===== src/hw/rtl/utf8_sanitizer_unit_defines.svh =====
// Assertion macros shared by the UTF-8 sanitizer RTL.
`ifndef UTF8_SANITIZER_UNIT_DEFINES_SVH
`define UTF8_SANITIZER_UNIT_DEFINES_SVH

`ifndef SYNTHESIS
// Same-cycle implication, checked at every rising clock edge outside reset.
`define U8S_ASSERT_SAME(lbl, clk, rst, ante, cons) \
   lbl: assert property (@(posedge clk) disable iff (rst) (ante) |-> (cons)) \
      else $error("utf8 sanitizer check failed");
// Next-cycle implication, checked at every rising clock edge outside reset.
`define U8S_ASSERT_NEXT(lbl, clk, rst, ante, cons) \
   lbl: assert property (@(posedge clk) disable iff (rst) (ante) |=> (cons)) \
      else $error("utf8 sanitizer check failed");
`else
`define U8S_ASSERT_SAME(lbl, clk, rst, ante, cons)
`define U8S_ASSERT_NEXT(lbl, clk, rst, ante, cons)
`endif

`endif


===== src/hw/rtl/u8s_pkg.sv =====
// Types and constants shared by the UTF-8 sanitizer modules.
`timescale 1ns / 1ps
`default_nettype none

package u8s_pkg;

   // Replacement character for invalid input.
   localparam logic [7:0] QMARK = 8'h3F;

   // Most beats one input byte can cause.
   localparam int SLOTS = 4;

   // Default number of bundles the queue holds.
   localparam int QUEUE_DEPTH = 4;

   // All result beats caused by one input byte.
   typedef struct packed {
      logic [SLOTS-1:0][7:0] bytes;
      logic [SLOTS-1:0]      rep;
      logic [2:0]            count;
      logic                  last;
   } bundle_type;

   typedef struct packed {
      logic full;
      logic empty;
   } queue_stat_type;

   typedef struct packed {
      logic [1:0] held;
      logic [1:0] need;
   } front_stat_type;

endpackage

`default_nettype wire


===== src/hw/rtl/u8s_req_if.sv =====
// Input byte channel of the UTF-8 sanitizer.
`timescale 1ns / 1ps
`default_nettype none

interface u8s_req_if;
   logic       valid;
   logic       ready;
   logic [7:0] in_byte;
   logic       in_last;

   modport source (output valid, output in_byte, output in_last, input ready);
   modport sink (input valid, input in_byte, input in_last, output ready);
endinterface

`default_nettype wire


===== src/hw/rtl/u8s_rsp_if.sv =====
// Result byte channel of the UTF-8 sanitizer.
`timescale 1ns / 1ps
`default_nettype none

interface u8s_rsp_if;
   logic       valid;
   logic       ready;
   logic [7:0] out_byte;
   logic       out_replaced;
   logic       out_last;

   modport source (output valid, output out_byte, output out_replaced, output out_last,
                   input ready);
   modport sink (input valid, input out_byte, input out_replaced, input out_last,
                 output ready);
endinterface

`default_nettype wire


===== src/hw/rtl/u8s_front.sv =====
// Front end: classifies each byte, tracks the open sequence and builds result bundles.
`timescale 1ns / 1ps
`default_nettype none

module u8s_front (
   input  logic                    clock,
   input  logic                    reset,
   u8s_req_if.sink                 req,
   input  u8s_pkg::queue_stat_type q_stat,
   output logic                    push_valid,
   output u8s_pkg::bundle_type     push_data,
   output u8s_pkg::front_stat_type stat
);

   logic [2:0][7:0] held_ff, held_in;
   logic [1:0]      cnt_ff, cnt_in;
   logic [1:0]      need_ff, need_in;

   logic            fire;
   logic [7:0]      b;
   logic            last;
   logic            is_open, is_cont, is_ascii, is_lead;
   logic [1:0]      lead_need;
   logic            complete, extend;
   logic [1:0]      pre;
   logic [3:0][7:0] held_ext;

   always_comb begin
      req.ready = !q_stat.full;
      fire      = req.valid && !q_stat.full;
      b         = req.in_byte;
      last      = req.in_last;
      is_open   = cnt_ff != 2'd0;
      is_cont   = b[7:6] == 2'b10;
      is_ascii  = !b[7];

      priority if (b[7:5] == 3'b110) begin
         lead_need = 2'd1;
      end else if (b[7:4] == 4'b1110) begin
         lead_need = 2'd2;
      end else if (b[7:3] == 5'b11110) begin
         lead_need = 2'd3;
      end else begin
         lead_need = 2'd0;
      end
      is_lead = lead_need != 2'd0;

      complete = is_open && is_cont && (cnt_ff >= need_ff);
      extend   = is_open && is_cont && !complete;
      pre      = is_open ? cnt_ff : 2'd0;
      held_ext = {b, held_ff};

      push_data.last = last;
      held_in        = held_ff;

      if (complete) begin
         // The sequence is whole: held bytes go out, then this byte.
         for (int i = 0; i < u8s_pkg::SLOTS; i++) begin
            push_data.bytes[i] = (3'(i) < {1'b0, cnt_ff}) ? held_ext[i] : b;
            push_data.rep[i]   = 1'b0;
         end
         push_data.count = {1'b0, cnt_ff} + 3'd1;
         cnt_in          = 2'd0;
         need_in         = 2'd0;
      end else if (extend) begin
         // Another continuation is held; a string end flushes everything as '?'.
         for (int i = 0; i < u8s_pkg::SLOTS; i++) begin
            push_data.bytes[i] = u8s_pkg::QMARK;
            push_data.rep[i]   = 1'b1;
         end
         for (int k = 0; k < 3; k++) begin
            if (2'(k) == cnt_ff) begin
               held_in[k] = b;
            end
         end
         push_data.count = last ? ({1'b0, cnt_ff} + 3'd1) : 3'd0;
         cnt_in          = last ? 2'd0 : (cnt_ff + 2'd1);
         need_in         = last ? 2'd0 : need_ff;
      end else begin
         // Interrupted sequence (if any) flushes as '?', then the byte starts afresh.
         for (int i = 0; i < u8s_pkg::SLOTS; i++) begin
            if (3'(i) < {1'b0, pre}) begin
               push_data.bytes[i] = u8s_pkg::QMARK;
               push_data.rep[i]   = 1'b1;
            end else begin
               push_data.bytes[i] = is_ascii ? b : u8s_pkg::QMARK;
               push_data.rep[i]   = !is_ascii;
            end
         end
         push_data.count = {1'b0, pre} + ((is_lead && !last) ? 3'd0 : 3'd1);
         if (is_lead && !last) begin
            held_in[0] = b;
            cnt_in     = 2'd1;
            need_in    = lead_need;
         end else begin
            cnt_in  = 2'd0;
            need_in = 2'd0;
         end
      end

      push_valid = fire && (push_data.count != 3'd0);
      stat.held  = cnt_ff;
      stat.need  = need_ff;
   end

   always_ff @(posedge clock) begin
      if (reset) begin
         cnt_ff  <= 2'd0;
         need_ff <= 2'd0;
      end else if (fire) begin
         cnt_ff  <= cnt_in;
         need_ff <= need_in;
      end
   end

   always_ff @(posedge clock) begin
      if (fire) begin
         held_ff <= held_in;
      end
   end

endmodule

`default_nettype wire


===== src/hw/rtl/u8s_queue.sv =====
// Bundle queue between the front end and the output serializer.
`timescale 1ns / 1ps
`default_nettype none

module u8s_queue #(
   parameter int DEPTH = u8s_pkg::QUEUE_DEPTH
) (
   input  logic                    clock,
   input  logic                    reset,
   input  logic                    push_valid,
   input  u8s_pkg::bundle_type     push_data,
   input  logic                    pop,
   output u8s_pkg::bundle_type     head,
   output u8s_pkg::queue_stat_type stat
);

   localparam int AW = (DEPTH > 1) ? $clog2(DEPTH) : 1;
   localparam int CW = $clog2(DEPTH + 1);

   u8s_pkg::bundle_type store_ff [DEPTH];
   logic [AW-1:0]       wr_ff, wr_in;
   logic [AW-1:0]       rd_ff, rd_in;
   logic [CW-1:0]       cnt_ff, cnt_in;
   logic                do_push, do_pop;

   always_comb begin
      stat.full  = cnt_ff == CW'(DEPTH);
      stat.empty = cnt_ff == '0;
      do_push    = push_valid && !stat.full;
      do_pop     = pop && !stat.empty;
      head       = store_ff[rd_ff];

      wr_in = wr_ff;
      if (do_push) begin
         wr_in = (wr_ff == AW'(DEPTH - 1)) ? '0 : (wr_ff + AW'(1));
      end
      rd_in = rd_ff;
      if (do_pop) begin
         rd_in = (rd_ff == AW'(DEPTH - 1)) ? '0 : (rd_ff + AW'(1));
      end
      unique case ({do_push, do_pop})
         2'b10:   cnt_in = cnt_ff + CW'(1);
         2'b01:   cnt_in = cnt_ff - CW'(1);
         default: cnt_in = cnt_ff;
      endcase
   end

   always_ff @(posedge clock) begin
      if (reset) begin
         wr_ff  <= '0;
         rd_ff  <= '0;
         cnt_ff <= '0;
      end else begin
         wr_ff  <= wr_in;
         rd_ff  <= rd_in;
         cnt_ff <= cnt_in;
      end
   end

   always_ff @(posedge clock) begin
      if (do_push) begin
         store_ff[wr_ff] <= push_data;
      end
   end

endmodule

`default_nettype wire


===== src/hw/rtl/u8s_back.sv =====
// Back end: sends each bundle's beats from an output register, one per ready cycle.
`timescale 1ns / 1ps
`default_nettype none

module u8s_back (
   input  logic                    clock,
   input  logic                    reset,
   u8s_rsp_if.source               rsp,
   input  u8s_pkg::bundle_type     q_head,
   input  u8s_pkg::queue_stat_type q_stat,
   output logic                    pop
);

   u8s_pkg::bundle_type cur_ff;
   logic                live_ff;
   logic [1:0]          idx_ff;
   logic                beat, at_end, free;

   always_comb begin
      beat   = live_ff && rsp.ready;
      at_end = {1'b0, idx_ff} == (cur_ff.count - 3'd1);
      free   = !live_ff || (beat && at_end);
      pop    = free && !q_stat.empty;

      rsp.valid        = live_ff;
      rsp.out_byte     = cur_ff.bytes[idx_ff];
      rsp.out_replaced = cur_ff.rep[idx_ff];
      rsp.out_last     = cur_ff.last && at_end;
   end

   always_ff @(posedge clock) begin
      if (reset) begin
         live_ff <= 1'b0;
         idx_ff  <= 2'd0;
      end else if (free) begin
         live_ff <= !q_stat.empty;
         idx_ff  <= 2'd0;
      end else if (beat) begin
         idx_ff <= idx_ff + 2'd1;
      end
   end

   always_ff @(posedge clock) begin
      if (pop) begin
         cur_ff <= q_head;
      end
   end

endmodule

`default_nettype wire


===== src/hw/rtl/utf8_sanitizer_unit.sv =====
// With the output side idle, a byte's bundle goes into the queue and then into the
// output register, which drives the first result beat as soon as it is loaded.
// Throughput: one byte per cycle while each byte gives at most one result beat and the
// result side takes a beat every cycle.
// A byte completing or breaking a sequence gives up to four beats, one per ready cycle.
// Reset is synchronous: the open sequence, the queue and the output register are cleared.
`timescale 1ns / 1ps
`default_nettype none

`include "utf8_sanitizer_unit_defines.svh"

// Streaming UTF-8 repair. The front end looks at every accepted byte together with
// the sequence it may be holding (lead byte plus continuations) and decides, in the
// same cycle, all result beats that byte causes. Those beats travel as one bundle
// through a short queue, so the front end keeps accepting bytes while the back end
// is still sending a long burst, and a stall on the result side does not reach the
// input side until the queue is full.
module utf8_sanitizer_unit #(
   parameter int QUEUE_DEPTH = u8s_pkg::QUEUE_DEPTH
) (
   input  logic      clock,
   input  logic      reset,
   u8s_req_if.sink   req_bus,
   u8s_rsp_if.source rsp_bus
);

   logic                    push_valid;
   u8s_pkg::bundle_type     push_data;
   u8s_pkg::bundle_type     q_head;
   u8s_pkg::queue_stat_type q_stat;
   u8s_pkg::front_stat_type f_stat;
   logic                    pop;
   logic                    in_last_beat;

   // Classification and sequence tracking. A beat is taken whenever the queue has room.
   u8s_front u_front (
      .clock      (clock),
      .reset      (reset),
      .req        (req_bus),
      .q_stat     (q_stat),
      .push_valid (push_valid),
      .push_data  (push_data),
      .stat       (f_stat)
   );

   // Bundles that wait for the output side. Bytes that cause no beat never enter it.
   u8s_queue #(
      .DEPTH (QUEUE_DEPTH)
   ) u_queue (
      .clock      (clock),
      .reset      (reset),
      .push_valid (push_valid),
      .push_data  (push_data),
      .pop        (pop),
      .head       (q_head),
      .stat       (q_stat)
   );

   // Serializer. The next bundle is loaded in the same cycle the last beat of the
   // current one is taken, so back-to-back bundles leave without a gap.
   u8s_back u_back (
      .clock  (clock),
      .reset  (reset),
      .rsp    (rsp_bus),
      .q_head (q_head),
      .q_stat (q_stat),
      .pop    (pop)
   );

   // The final byte of a string is being taken in this cycle.
   assign in_last_beat = req_bus.valid && req_bus.ready && req_bus.in_last;

   // An open sequence never holds more bytes than its lead byte asks for.
   `U8S_ASSERT_SAME(a_held_within_need, clock, reset, f_stat.held != 2'd0, f_stat.held <= f_stat.need)
   // The end of a string always closes any open sequence.
   `U8S_ASSERT_NEXT(a_last_closes, clock, reset, in_last_beat, f_stat.held == 2'd0)
   // An idle serializer picks up a waiting bundle in the next cycle.
   `U8S_ASSERT_NEXT(a_back_picks_up, clock, reset, !rsp_bus.valid && !q_stat.empty, rsp_bus.valid)

endmodule

`default_nettype wire


===== src/flat_wrapper.sv =====
// flat-port wrapper written by rule: the top's interface ports become plain ports
module utf8_sanitizer_unit_flat 
#(
   parameter int QUEUE_DEPTH = u8s_pkg::QUEUE_DEPTH
)
  (clock, reset, req_bus_valid, req_bus_in_byte, req_bus_in_last, req_bus_ready, rsp_bus_valid, rsp_bus_out_byte, rsp_bus_out_replaced, rsp_bus_out_last, rsp_bus_ready);
  u8s_req_if req_bus_i ();
  u8s_rsp_if rsp_bus_i ();
  input  logic clock;
  input  logic reset;
  input wire logic [$bits(req_bus_i.valid)-1:0] req_bus_valid;
  input wire logic [$bits(req_bus_i.in_byte)-1:0] req_bus_in_byte;
  input wire logic [$bits(req_bus_i.in_last)-1:0] req_bus_in_last;
  output wire logic [$bits(req_bus_i.ready)-1:0] req_bus_ready;
  output wire logic [$bits(rsp_bus_i.valid)-1:0] rsp_bus_valid;
  output wire logic [$bits(rsp_bus_i.out_byte)-1:0] rsp_bus_out_byte;
  output wire logic [$bits(rsp_bus_i.out_replaced)-1:0] rsp_bus_out_replaced;
  output wire logic [$bits(rsp_bus_i.out_last)-1:0] rsp_bus_out_last;
  input wire logic [$bits(rsp_bus_i.ready)-1:0] rsp_bus_ready;
  assign req_bus_i.valid = req_bus_valid;
  assign req_bus_i.in_byte = req_bus_in_byte;
  assign req_bus_i.in_last = req_bus_in_last;
  assign req_bus_ready = req_bus_i.ready;
  assign rsp_bus_valid = rsp_bus_i.valid;
  assign rsp_bus_out_byte = rsp_bus_i.out_byte;
  assign rsp_bus_out_replaced = rsp_bus_i.out_replaced;
  assign rsp_bus_out_last = rsp_bus_i.out_last;
  assign rsp_bus_i.ready = rsp_bus_ready;
  utf8_sanitizer_unit #(.QUEUE_DEPTH(QUEUE_DEPTH)) u_core (.clock(clock), .reset(reset), .req_bus(req_bus_i), .rsp_bus(rsp_bus_i));
endmodule

===== config.mk =====
export PLATFORM = sky130hd
export DESIGN_NAME = utf8_sanitizer_unit_flat
export DESIGN_NICKNAME = d
export VERILOG_FILES = /design/src/hw/rtl/u8s_pkg.sv /design/src/hw/rtl/u8s_req_if.sv /design/src/hw/rtl/u8s_rsp_if.sv /design/src/hw/rtl/u8s_front.sv /design/src/hw/rtl/u8s_queue.sv /design/src/hw/rtl/u8s_back.sv /design/src/hw/rtl/utf8_sanitizer_unit.sv /design/src/flat_wrapper.sv
export VERILOG_INCLUDE_DIRS = /design/src /design/src/hw/rtl
export SDC_FILE = /design/constraint.sdc
export NUM_CORES = 1
export LEC_CHECK = 0
export ABC_AREA = 1
export BUFFER_PORTS_ARGS = -buffer_cell sky130_fd_sc_hd__buf_2
export CAP_MARGIN = 20
export CORE_ASPECT_RATIO = 0.6
export CORE_UTILIZATION = 29
export DETAILED_ROUTE_END_ITERATION = 10
export GPL_TIMING_DRIVEN = 0
export PLACE_DENSITY_LB_ADDON = 0.25
export SYNTH_ARGS = -nofsm -noshare
export SYNTH_HDL_FRONTEND = slang
export SYNTH_HIERARCHICAL = 1
export SYNTH_SLANG_ARGS = --single-unit
export TNS_END_PERCENT = 5

===== constraint.sdc =====
create_clock -name clock -period 5.8 [get_ports clock]
set_input_delay 1.45 -clock clock [delete_from_list [all_inputs] [get_ports clock]]
set_output_delay 1.45 -clock clock [all_outputs]
set_load 0.01 [all_outputs]

; ---- After elaboration in Yosys (flattened, before gate mapping)
; Memories as Yosys holds them, arrays and structs flattened. A register that Yosys moved wholly into a read port is not among the register bits.
; Cells that the tools add are included.
[classes]
add_sub_neg = 9
magnitude_cmp = 8
eq_ne = 14
muxes = 38
bitwise_logic = 1
reduce_logical = 30
[ops]
columns = operator, n
row1 = $mux 8, 7
row2 = $mux 39, 1
row3 = $mux 38, 1
row4 = $mux 7, 4
row5 = $mux 2, 13
row6 = $bmux 8 s2, 1
row7 = $logic_and 1x1->1, 12
row8 = $reduce_and 4->1, 3
row9 = $add 2x1->2 const B, 4
row10 = $eq 2x2->1 const B, 4
row11 = $lt 1x2->1 const A, 4
row12 = $mux 1, 8
row13 = $reduce_bool 2->1, 4
row14 = $eq 3x3->1 const B, 2
row15 = $pmux 3 s2, 1
row16 = $sub 3x1->3 const B, 2
row17 = $eq 5x5->1 const B, 1
row18 = $logic_not 1->1, 5
row19 = $eq 4x4->1 const B, 1
row20 = $lt 2x2->1 const A, 2
row21 = $add 2x1->3, 1
row22 = $add 2x1->3 const B, 1
row23 = $add 3x1->3 const B, 1
row24 = $eq 2x3->1, 1
row25 = other kinds (16), 16
[word_totals]
register_bits = 38
ram_bits = 160
inputBits = 13
output_inout_bits = 12
wordCells = 111
memories = 1
[memory_table]
columns = memory, depth, width, rd, rd_ports_with_merged_regs, wr, line
row1 = u_core.u_queue.store_ff, 4, 40, 1, 1, 1, u8s_queue.sv:20  ; u8s_pkg::bundle_type store_ff [DEPTH];

; ---- Logic depth before layout (Yosys ltp)
; Gate-level depths: netlist of the first run.
[logic_depth]
ltp_word = 15
depth_mapped = 23
depth_no_buf = 22

; ---- By module
; The synthesis of the first run kept the hierarchy.
[modules_own_cells]
columns = module, n_inst, cells_each, area_each_um2
row1 = u8s_queue, 1, 458, 6566.3
row2 = u8s_front, 1, 212, 1781.7
row3 = u8s_back, 1, 124, 1726.7

; ---- Worst setup path after synthesis of the first run
; No wires, ideal clock.
[synth_path]
path_kind = input port to flip-flop
startpoint = in req_bus_in_byte[7]
endpoint = mem u_core/u_queue/store_ff[0][0] (netlist bit), enable pin
setup_ps = 437
arrival_ps = 4722
path_slack_ps = 640
path_stages = 14
n_path_buf = 1
path_cell_list = buf_6 > nand2_1 > nor2_1 > nand2_1 > nand2_1 > inv_1 > ha_1 > ha_1 > nand2_1 > o21ai_0 > o21ai_0 > a21oi_1 > nand2_1 > nor2_1
[synth_between]
elab_chain_cells = 15
word_cells_on_any_way = 22
[synth_lines]
columns = item, line
row1 = start: declaration, flat_wrapper.sv:12  ; input wire logic [$bits(req_bus_i.in_byte)-1:0] req_bus_in_byte;
row2 = $eq 5x5->1, u8s_front.sv:41  ; end else if (b[7:3] == 5'b11110) begin
row3 = $mux 2, u8s_front.sv:41
row4 = $mux 2, u8s_front.sv:39  ; end else if (b[7:4] == 4'b1110) begin
row5 = $mux 2, u8s_front.sv:37  ; priority if (b[7:5] == 3'b110) begin
row6 = $reduce_bool 2->1, u8s_front.sv:46  ; is_lead = lead_need != 2'd0;
row7 = $logic_and 1x1->1, u8s_front.sv:90  ; push_data.count = {1'b0, pre} + ((is_lead && !last) ? 3'd0 : 3'd1);
row8 = $mux 1, u8s_front.sv:90
row9 = $add 2x1->3, u8s_front.sv:90
row10 = $mux 38, u8s_front.sv:65  ; end else if (extend) begin
row11 = $mux 39 (*), u8s_front.sv:56  ; if (complete) begin
row12 = $reduce_bool 3->1 (*), u8s_front.sv:101  ; push_valid = fire && (push_data.count != 3'd0);
row13 = $logic_and 1x1->1 (*), u8s_front.sv:101
row14 = net u_core.push_valid, utf8_sanitizer_unit.sv:27  ; logic push_valid;
row15 = $logic_and 1x1->1 (*), u8s_queue.sv:29  ; do_push = push_valid && !stat.full;
row16 = $mux 1 (*), u8s_queue.sv:61  ; if (do_push) begin
row17 = $mux 1 (not written as such) (*), u8s_queue.sv:62  ; store_ff[wr_ff] <= push_data;
row18 = end: declaration, u8s_queue.sv:20
; Mark *: on every way through the listed nets, which the timed path passes. The rest lies on a longest branch.

; ---- Final worst setup path of the first run
[layout_path]
startpoint = reg u_core.u_front.cnt_ff[1]
endpoint = mem u_core/u_queue/store_ff[0][20] (netlist bit), enable pin
[layout_between]
elab_chain_cells = 12
word_cells_on_any_way = 17
[layout_lines]
columns = item, line
row1 = start: declaration, u8s_front.sv:16  ; logic [1:0] cnt_ff, cnt_in;
row2 = start signal: assignment, u8s_front.sv:111  ; cnt_ff <= cnt_in;
row3 = "parallel branches: the longest is 6 deep, another holds $add 2x1->3", --
row4 = $mux 39 (*), u8s_front.sv:56
row5 = $reduce_bool 3->1 (*), u8s_front.sv:101
row6 = $logic_and 1x1->1 (*), u8s_front.sv:101
row7 = net u_core.push_valid, utf8_sanitizer_unit.sv:27
row8 = $logic_and 1x1->1 (*), u8s_queue.sv:29
row9 = $mux 1 (*), u8s_queue.sv:61
row10 = $mux 1 (not written as such) (*), u8s_queue.sv:62
; Mark *: on every way through the listed nets, which the timed path passes.

==> reports/summary.log, run 1 <==
[grt] maximum number of pins on one net before global-route repair 29
[power] Worst IR Drop VDD 0.000263 V
[grt] peak-usage layer in the global routing report met1
[grt] via count of the first global-routing pass 5860
[power] Pleak 0.00412 uW
[clock_tree] hold buffer count at cts 0
[yosys] number of distinct library cells after synthesis 39
[die] I/O pin count 25
[yosys] post-synthesis instance total 794
[routing] routed wire length 27.2 mm
[power] net switching component of the power 1910 uW
[die] # rows 52
[clock_tree] clock tree from TritonCTS done
[grt] all-layer global routing usage 15.4%
[power] logic gate share of total power 30.9%
[clock_tree] clock-pin transition on the worst setup and hold timing paths 0.07 ns
[critical_path] startpoint of the lowest-slack register-to-register path u_core/u_front/cnt_ff[1]
[place] HPWL after DPL 18.6 mm
[sta] final worst hold slack 0.488 ns
[sta] Max Clock Freq 187 MHz
[layout] most common cell after layout, fill and taps aside edfxtp_1
[layout] count of placed standard cells in the final layout, fillers left out 1324
[sta] max-slew violations 0
[critical_path] required time worst endpoint 6.02 ns
[critical_path] critical path peak fanout 21
[power] power share of the clock group 25.5%
[place] Placed Cells incl. Taps 1286
[clock_tree] worst-skew pair later-pin latency 0.52 ns
[critical_path] Critical Path Start Type register
[critical_path] arrival time of the worst setup path 5.57 ns
[routing] Pre-antenna DRT Iters 5
[layout] nets@finish 880
[layout] share of final-layout standard cells stronger than drive strength 1 15.8%
[place] area post-placement 11000 sq um
[layout] filler cell count 3354
[routing] vias per std cell 4.73
[clock_tree] number of cells upsized or downsized after cts 0
[critical_path] Setup crit start u_core/u_front/cnt_ff[1]
[critical_path] cell repeated most along the worst path ha_1
[clock_tree] Clock Sink Count 240
[yosys] Top FF cell, synth edfxtp_1
[yosys] combined area of all synthesized cells 10100 sq um
[die] floorplan die area 35500 sq um
[grt] fraction of met1 tracks used by global routing 24.2%
[routing] per-cell routed wire length 20.5 um
[grt] met3 track demand over resource in global routing 4.82%
[sta] remaining max-slew budget at the tightest pin 42.1%
[grt] met2 track utilization from global routing 20.4%
[layout] most used cells in the layout excluding fill and tap cells edfxtp_1, nor2_1, o21ai_0
[yosys] Yosys warnings 6
[critical_path] delay contributed by the slowest stage of the critical path 0.76 ns
[yosys] cell type with the largest total area after synthesis edfxtp_1
[grt] number of antenna violations at the first check in global routing 0
[yosys] Synth top area share 66.8%
[yosys] average instance area after synthesis 12.7 sq um
[critical_path] endpoint class of the critical path register
[sta] unrepaired setup endpoints after global routing false
[place] GP Congestion 0.791
[yosys] sequential area share after synthesis 69.9%
[yosys] ranking of synthesized cells by area edfxtp_1, nor2_1, o21ai_0, dfxtp_1, o22ai_1
[clock_tree] number of CTS-inserted buffers 22
[job] max-capacitance violation count 0
[sta] clock tree skew after final layout 0.0188 ns
[die] Core ar. 34000 sq um
[critical_path] CP Cell Sequence inv_1 -> clkbuf_1 -> ha_1 -> buf_6 -> clkbuf_1 -> nor2_1 -> ha_1 -> ha_1 -> nand2_1 -> o21ai_0 -> o21ai_0 -> a21oi_1 -> nand2_1 -> nor2_4 -> buf_12
[routing] total via count after detailed routing 6259
[power] total power divided by cell area 485 nW/um^2
[sta] Final min period 5.35 ns
[clock_tree] Post CTS Setup Buffer Count 0
[yosys] fraction of registers with async set or reset after synthesis 0%
[yosys] Post-synth EDFFs 224
[status] status complete, no violations
[power] internal power component 3750 uW
[clock_tree] H-tree levels 1
[sta] hold violation count in the final report 0
[grt] global-route wire length before repair 39.7 mm
[critical_path] end point of the critical path u_core/u_queue/store_ff[0][20]
[hold_path] class of the tightest hold or removal check register to register
[die] starting utilization of the core area 29.7%
[clock_tree] Bufs on Longest Clock Path 3
[clock_tree] clock tree root buffer cell clkbuf_16
[routing] drc violations 0
[layout] antenna diode count 0
[critical_path] slowest stage cell, crit path nor2_4
[critical_path] worst-case reg-to-reg path depth 15
[yosys] FF+latch count, synth 240
[grt] remaining global-route overflow 0
[power] switching part of the total 33.7%
[critical_path] Register-to-Register Setup Slack 0.45 ns
[yosys] synthesized net count 823
[layout] Area growth, synth to finish 15.7%
[critical_path] end of the worst register-to-register path u_core/u_queue/store_ff[0][20]
[sta] Setup-failing EPs final 0
[sta] Total Neg Setup Slack 0 ns
[routing] number of DRC violations after detailed-routing iteration 0 687
[power] register share of total power 43.6%
[critical_path] Critical Setup Path Class register to register
[routing] number of nets with antenna violations after routing 0
[die] horizontal die dimension 243 um
[layout] post-route cell area 11700 sq um
[sta] Worst Max-Slew Pin Slew 0.865 ns
[die] Die Span Y 146 um
[sta] period utilization 92.2%
[place] Port Buffers 24
[through the flow]
stage / utilization (%) / setup slack (ns) / power (uW)
detailed placement: 32.3 / 0.420 / 4260
global route: 34.3 / 0.185 / 5920
floorplan: - / 0.640 / 3550
global placement: 31.7 / -2.07 / 4190
CTS: 34.3 / 0.532 / 5700
finish: 34.3 / 0.454 / 5650
[worst min-delay path by stage]
stage               slack (ns)  depth (start not counted)                 startpoint                        end
floorplan                 0.46                          2  u_core/u_front/need_ff[1]  u_core/u_front/need_ff[1]
global placement          0.48                          2  u_core/u_front/need_ff[1]  u_core/u_front/need_ff[1]
detailed placement        0.48                          2  u_core/u_front/need_ff[1]  u_core/u_front/need_ff[1]
CTS                       0.50                          2  u_core/u_front/need_ff[1]  u_core/u_front/need_ff[1]
global route              0.52                          2  u_core/u_front/need_ff[0]  u_core/u_front/need_ff[0]
finish                    0.49                          2  u_core/u_front/need_ff[1]  u_core/u_front/need_ff[1]
[layer usage]
| layer | wire length, um | share of wire, % | vias to the layer above |
|---|---|---|---|
| met5 | 0 | 0 | - |
| met4 | 386 | 1.4 | 0 |
| met3 | 2360 | 8.7 | 26 |
| met2 | 10500 | 39 | 187 |
| met1 | 13900 | 51 | 3071 |
| li1 | - | - | 2975 |
[critical path, delay by kind of cell (launching register included)]
kind,cells,cell delay (ns)
flops,1,0.42
fa+ha+maj,3,0.74
compound gates,3,0.93
buf+inv,5,1.55
simple gates,4,1.36
[cells in the mapped netlist, types with 2 or more instances]
master	count
dfxtp_1	16
buf_4	7
buf_8	5
o21ai_0	81
nand2_4	3
nor3_1	4
ha_1	15
nor2_8	2
nand3_1	11
inv_2	3
buf_12	4
a22oi_1	12
nor2_1	135
or2_2	3
nand3_2	4
inv_6	2
o21ai_1	37
o21ai_2	4
nor2_2	3
buf_6	11
nand2_1	62
nand2_2	6
inv_1	51
clkbuf_1	3
o22ai_1	49
nand4_1	2
a21oi_1	16
edfxtp_1	224
buf_2	9
[flip-flops by register name, indices dropped and copies added, names as in the netlist, named ones only]
| register | flops |
|---|---|
| u_core/u_back/cur_ff | 40 |
| u_core/u_back/idx_ff | 2 |
| u_core/u_back/rsp.valid | 1 |
| u_core/u_front/cnt_ff | 2 |
| u_core/u_front/held_ext | 24 |
| u_core/u_front/need_ff | 2 |
| u_core/u_queue/cnt_ff | 3 |
| u_core/u_queue/rd_ff | 2 |
| u_core/u_queue/store_ff | 160 |
| u_core/u_queue/wr_ff | 2 |
[power groups by stage]
stage	registers [uW]	clock network [uW]	logic [uW]
floorplan	2480	0	1070
global placement	2540	0	1650
detailed placement	2500	0	1760
CTS	2470	1470	1760
global route	2490	1530	1900
finish	2460	1440	1750
[logic make-up (layout without fill, tap and decap cells)]
logic type | after synthesis | count (layout) | share of synthesized area [%]
compound gates | 201 | 201 | 11.1
xor+xnor | 2 | 2 | 0.174
fa+ha+maj | 16 | 16 | 2.06
buf+inv | 96 | 167 | 6.20
flops | 240 | 240 | 69.9
simple gates | 239 | 239 | 10.5
[cell type report]
type | instances | area, sq um | share of cell area (%)
sequential | 240 | 7050 | 60.5
multi-input combinational | 458 | 2450 | 21.0
clock buffer | 25 | 583 | 5.00
tap | 459 | 574 | 4.93
buffer | 39 | 388 | 3.33
timing repair buffer | 33 | 270 | 2.32
inverter | 57 | 236 | 2.03
clock inverter | 13 | 106 | 0.912
(Power assumes the default switching activity.)
==> run 2: changes to the inputs <==
- CORE_ASPECT_RATIO: 0.6 -> 1.25
==> reports/summary.log, run 2 (synthesis results as in run 1) <==
[sta] Final min period 4.64 ns
[critical_path] slowest stage cell, crit path nor2_4
[layout] share of final-layout standard cells stronger than drive strength 1 15.7%
[place] GP Congestion 0.767
[power] register share of total power 44.3%
[critical_path] required time worst endpoint 6.03 ns
[hold_path] class of the tightest hold or removal check register to register
[sta] Setup-failing EPs final 0
[clock_tree] clock tree root buffer cell clkbuf_16
[routing] number of nets with antenna violations after routing 0
[sta] hold violation count in the final report 0
[power] Pleak 0.00412 uW
[clock_tree] H-tree levels 1
[layout] filler cell count 3305
[die] starting utilization of the core area 29.7%
[place] pre-CTS setup slack 0.729 ns
[sta] worst setup margin 1.16 ns
[die] # rows 75
[die] I/O pin count 25
[power] total power divided by cell area 478 nW/um^2
[layout] Area growth, synth to finish 16.0%
[clock_tree] hold buffer count at cts 0
[place] Port Buffers 24
[critical_path] cell repeated most along the worst path ha_1
[die] Core ar. 33900 sq um
[routing] routed wire length 24.6 mm
[routing] per-cell routed wire length 18.5 um
[clock_tree] clock tree from TritonCTS done
[clock_tree] worst-skew pair later-pin latency 0.53 ns
[sta] clock tree skew after final layout 0.0131 ns
[sta] Worst Max-Slew Pin Slew 0.918 ns
[critical_path] delay contributed by the slowest stage of the critical path 0.78 ns
[layout] post-route cell area 11700 sq um
[grt] via count of the first global-routing pass 6250
[grt] all-layer global routing usage 14.4%
[critical_path] Critical Path Start Type register
[critical_path] endpoint class of the critical path register
[power] Worst IR Drop VDD 0.000188 V
[die] floorplan die area 35500 sq um
[routing] total via count after detailed routing 6046
[layout] most common cell after layout, fill and taps aside edfxtp_1
[clock_tree] clock-pin transition on the worst setup and hold timing paths 0.06 ns
[job] max-capacitance violation count 0
[layout] most used cells in the layout excluding fill and tap cells edfxtp_1, nor2_1, o21ai_0
[routing] Pre-antenna DRT Iters 4
[power] internal power component 3770 uW
[sta] unrepaired setup endpoints after global routing false
[sta] remaining max-slew budget at the tightest pin 38.7%
[clock_tree] Clock Sink Count 240
[clock_tree] Bufs on Longest Clock Path 3
[place] area post-placement 11000 sq um
[layout] final core occ 34.5%
[routing] vias per std cell 4.56
[power] switching part of the total 32.5%
[grt] number of antenna violations at the first check in global routing 0
[clock_tree] number of cells upsized or downsized after cts 0
[critical_path] arrival time of the worst setup path 4.87 ns
[layout] antenna diode count 0
[die] Die Span Y 210 um
[grt] global-route wire length before repair 38.4 mm
[critical_path] Critical Setup Path Class register to register
[critical_path] CP Cell Sequence inv_1 -> clkbuf_1 -> ha_1 -> buf_6 -> clkbuf_1 -> nor2_1 -> ha_1 -> ha_1 -> nand2_1 -> o21ai_0 -> o21ai_0 -> a21oi_1 -> nand2_1 -> nor2_4 -> buf_16
[clock_tree] number of CTS-inserted buffers 24
[routing] drc violations 0
[power] overall power of the completed layout 5590 uW
[layout] nets@finish 881
[sta] period utilization 79.9%
[layout] number of flip-flops under the largest register name 160
[layout] register with the highest flop count u_core/u_queue/store_ff
[grt] remaining global-route overflow 0
[clock_tree] Post CTS Setup Buffer Count 0
[routing] number of DRC violations after detailed-routing iteration 0 319
[sta] max-slew violations 0
[sta] Max Clock Freq 216 MHz
[critical_path] critical path peak fanout 23
[place] HPWL after DPL 17.1 mm
[power] logic gate share of total power 30.1%
[status] status complete, no violations
[power] power share of the clock group 25.7%
[grt] maximum number of pins on one net before global-route repair 27
[die] horizontal die dimension 169 um
[power] net switching component of the power 1820 uW
## run 2: changes by cell type in the layout (fill, tap and decap cells not counted), sizes merged
cell,delta
buf,-1
clkbuf,+8
bufinv,-1
clkinv,-6
## run 2: power by group through the flow
stage,combinational [uW],clock (uW),sequential [uW]
final,1680,1430,2470
after CTS,1720,1470,2480
after global routing,1870,1530,2500
after detailed placement,1720,0,2510
after floorplan,1070,0,2480
after global placement,1600,0,2560
## run 2: final timing paths
path / slack, ns / from / endpoint / cells past startpoint
hold reg to reg: 0.49 / u_core/u_front/need_ff[1] / u_core/u_front/need_ff[1] / 2
hold / removal: 0.49 / u_core/u_front/need_ff[1] / u_core/u_front/need_ff[1] / 2
setup reg to reg: 1.16 / u_core/u_front/cnt_ff[1] / u_core/u_queue/store_ff[3][5] / 15
setup / recovery: 1.16 / u_core/u_front/cnt_ff[1] / u_core/u_queue/store_ff[3][5] / 15
## run 2: layout make-up
type	count	area, sq um	area share (%)
buffer	39	388	3.32
clock buffer	33	644	5.51
clock inverter	6	63.8	0.546
inverter	57	236	2.02
multi-input combinational	458	2450	21.0
sequential	240	7050	60.3
tap	462	578	4.94
timing repair buffer	32	283	2.42
## run 2: metal layers
metal  routed length (um)  part of all wire, %  up-vias  global-route usage, %
li1                     -                    -     2960                      -
met1                10500                   43     2955                   18.1
met2                12700                   52      100                   25.7
met3                  945                  3.8       31                   1.58
met4                  455                  1.9        0                   4.23
met5                    0                    0        -                      0
## run 2: critical path, delay by kind of cell (launching register included)
family                   cells  cell delay (ns)
flip-flops                   1             0.42
AO/OA/AOI/OAI                3             0.53
adder cells (fa/ha/maj)      3             0.71
buffers and inverters        5             1.38
AND/OR/NAND/NOR              4             1.26
## run 2: stage by stage
stage / hold WS [ns] / TNS [ns] / std cells
3_5_place_dp: 0.484 / 0 / 1288
6_report: 0.490 / 0 / 1327
2_1_floorplan: 0.455 / 0 / 794
5_1_grt: 0.535 / 0 / 1327
4_1_cts: 0.493 / 0 / 1327
3_3_place_gp: 0.481 / -222.67 / 1280
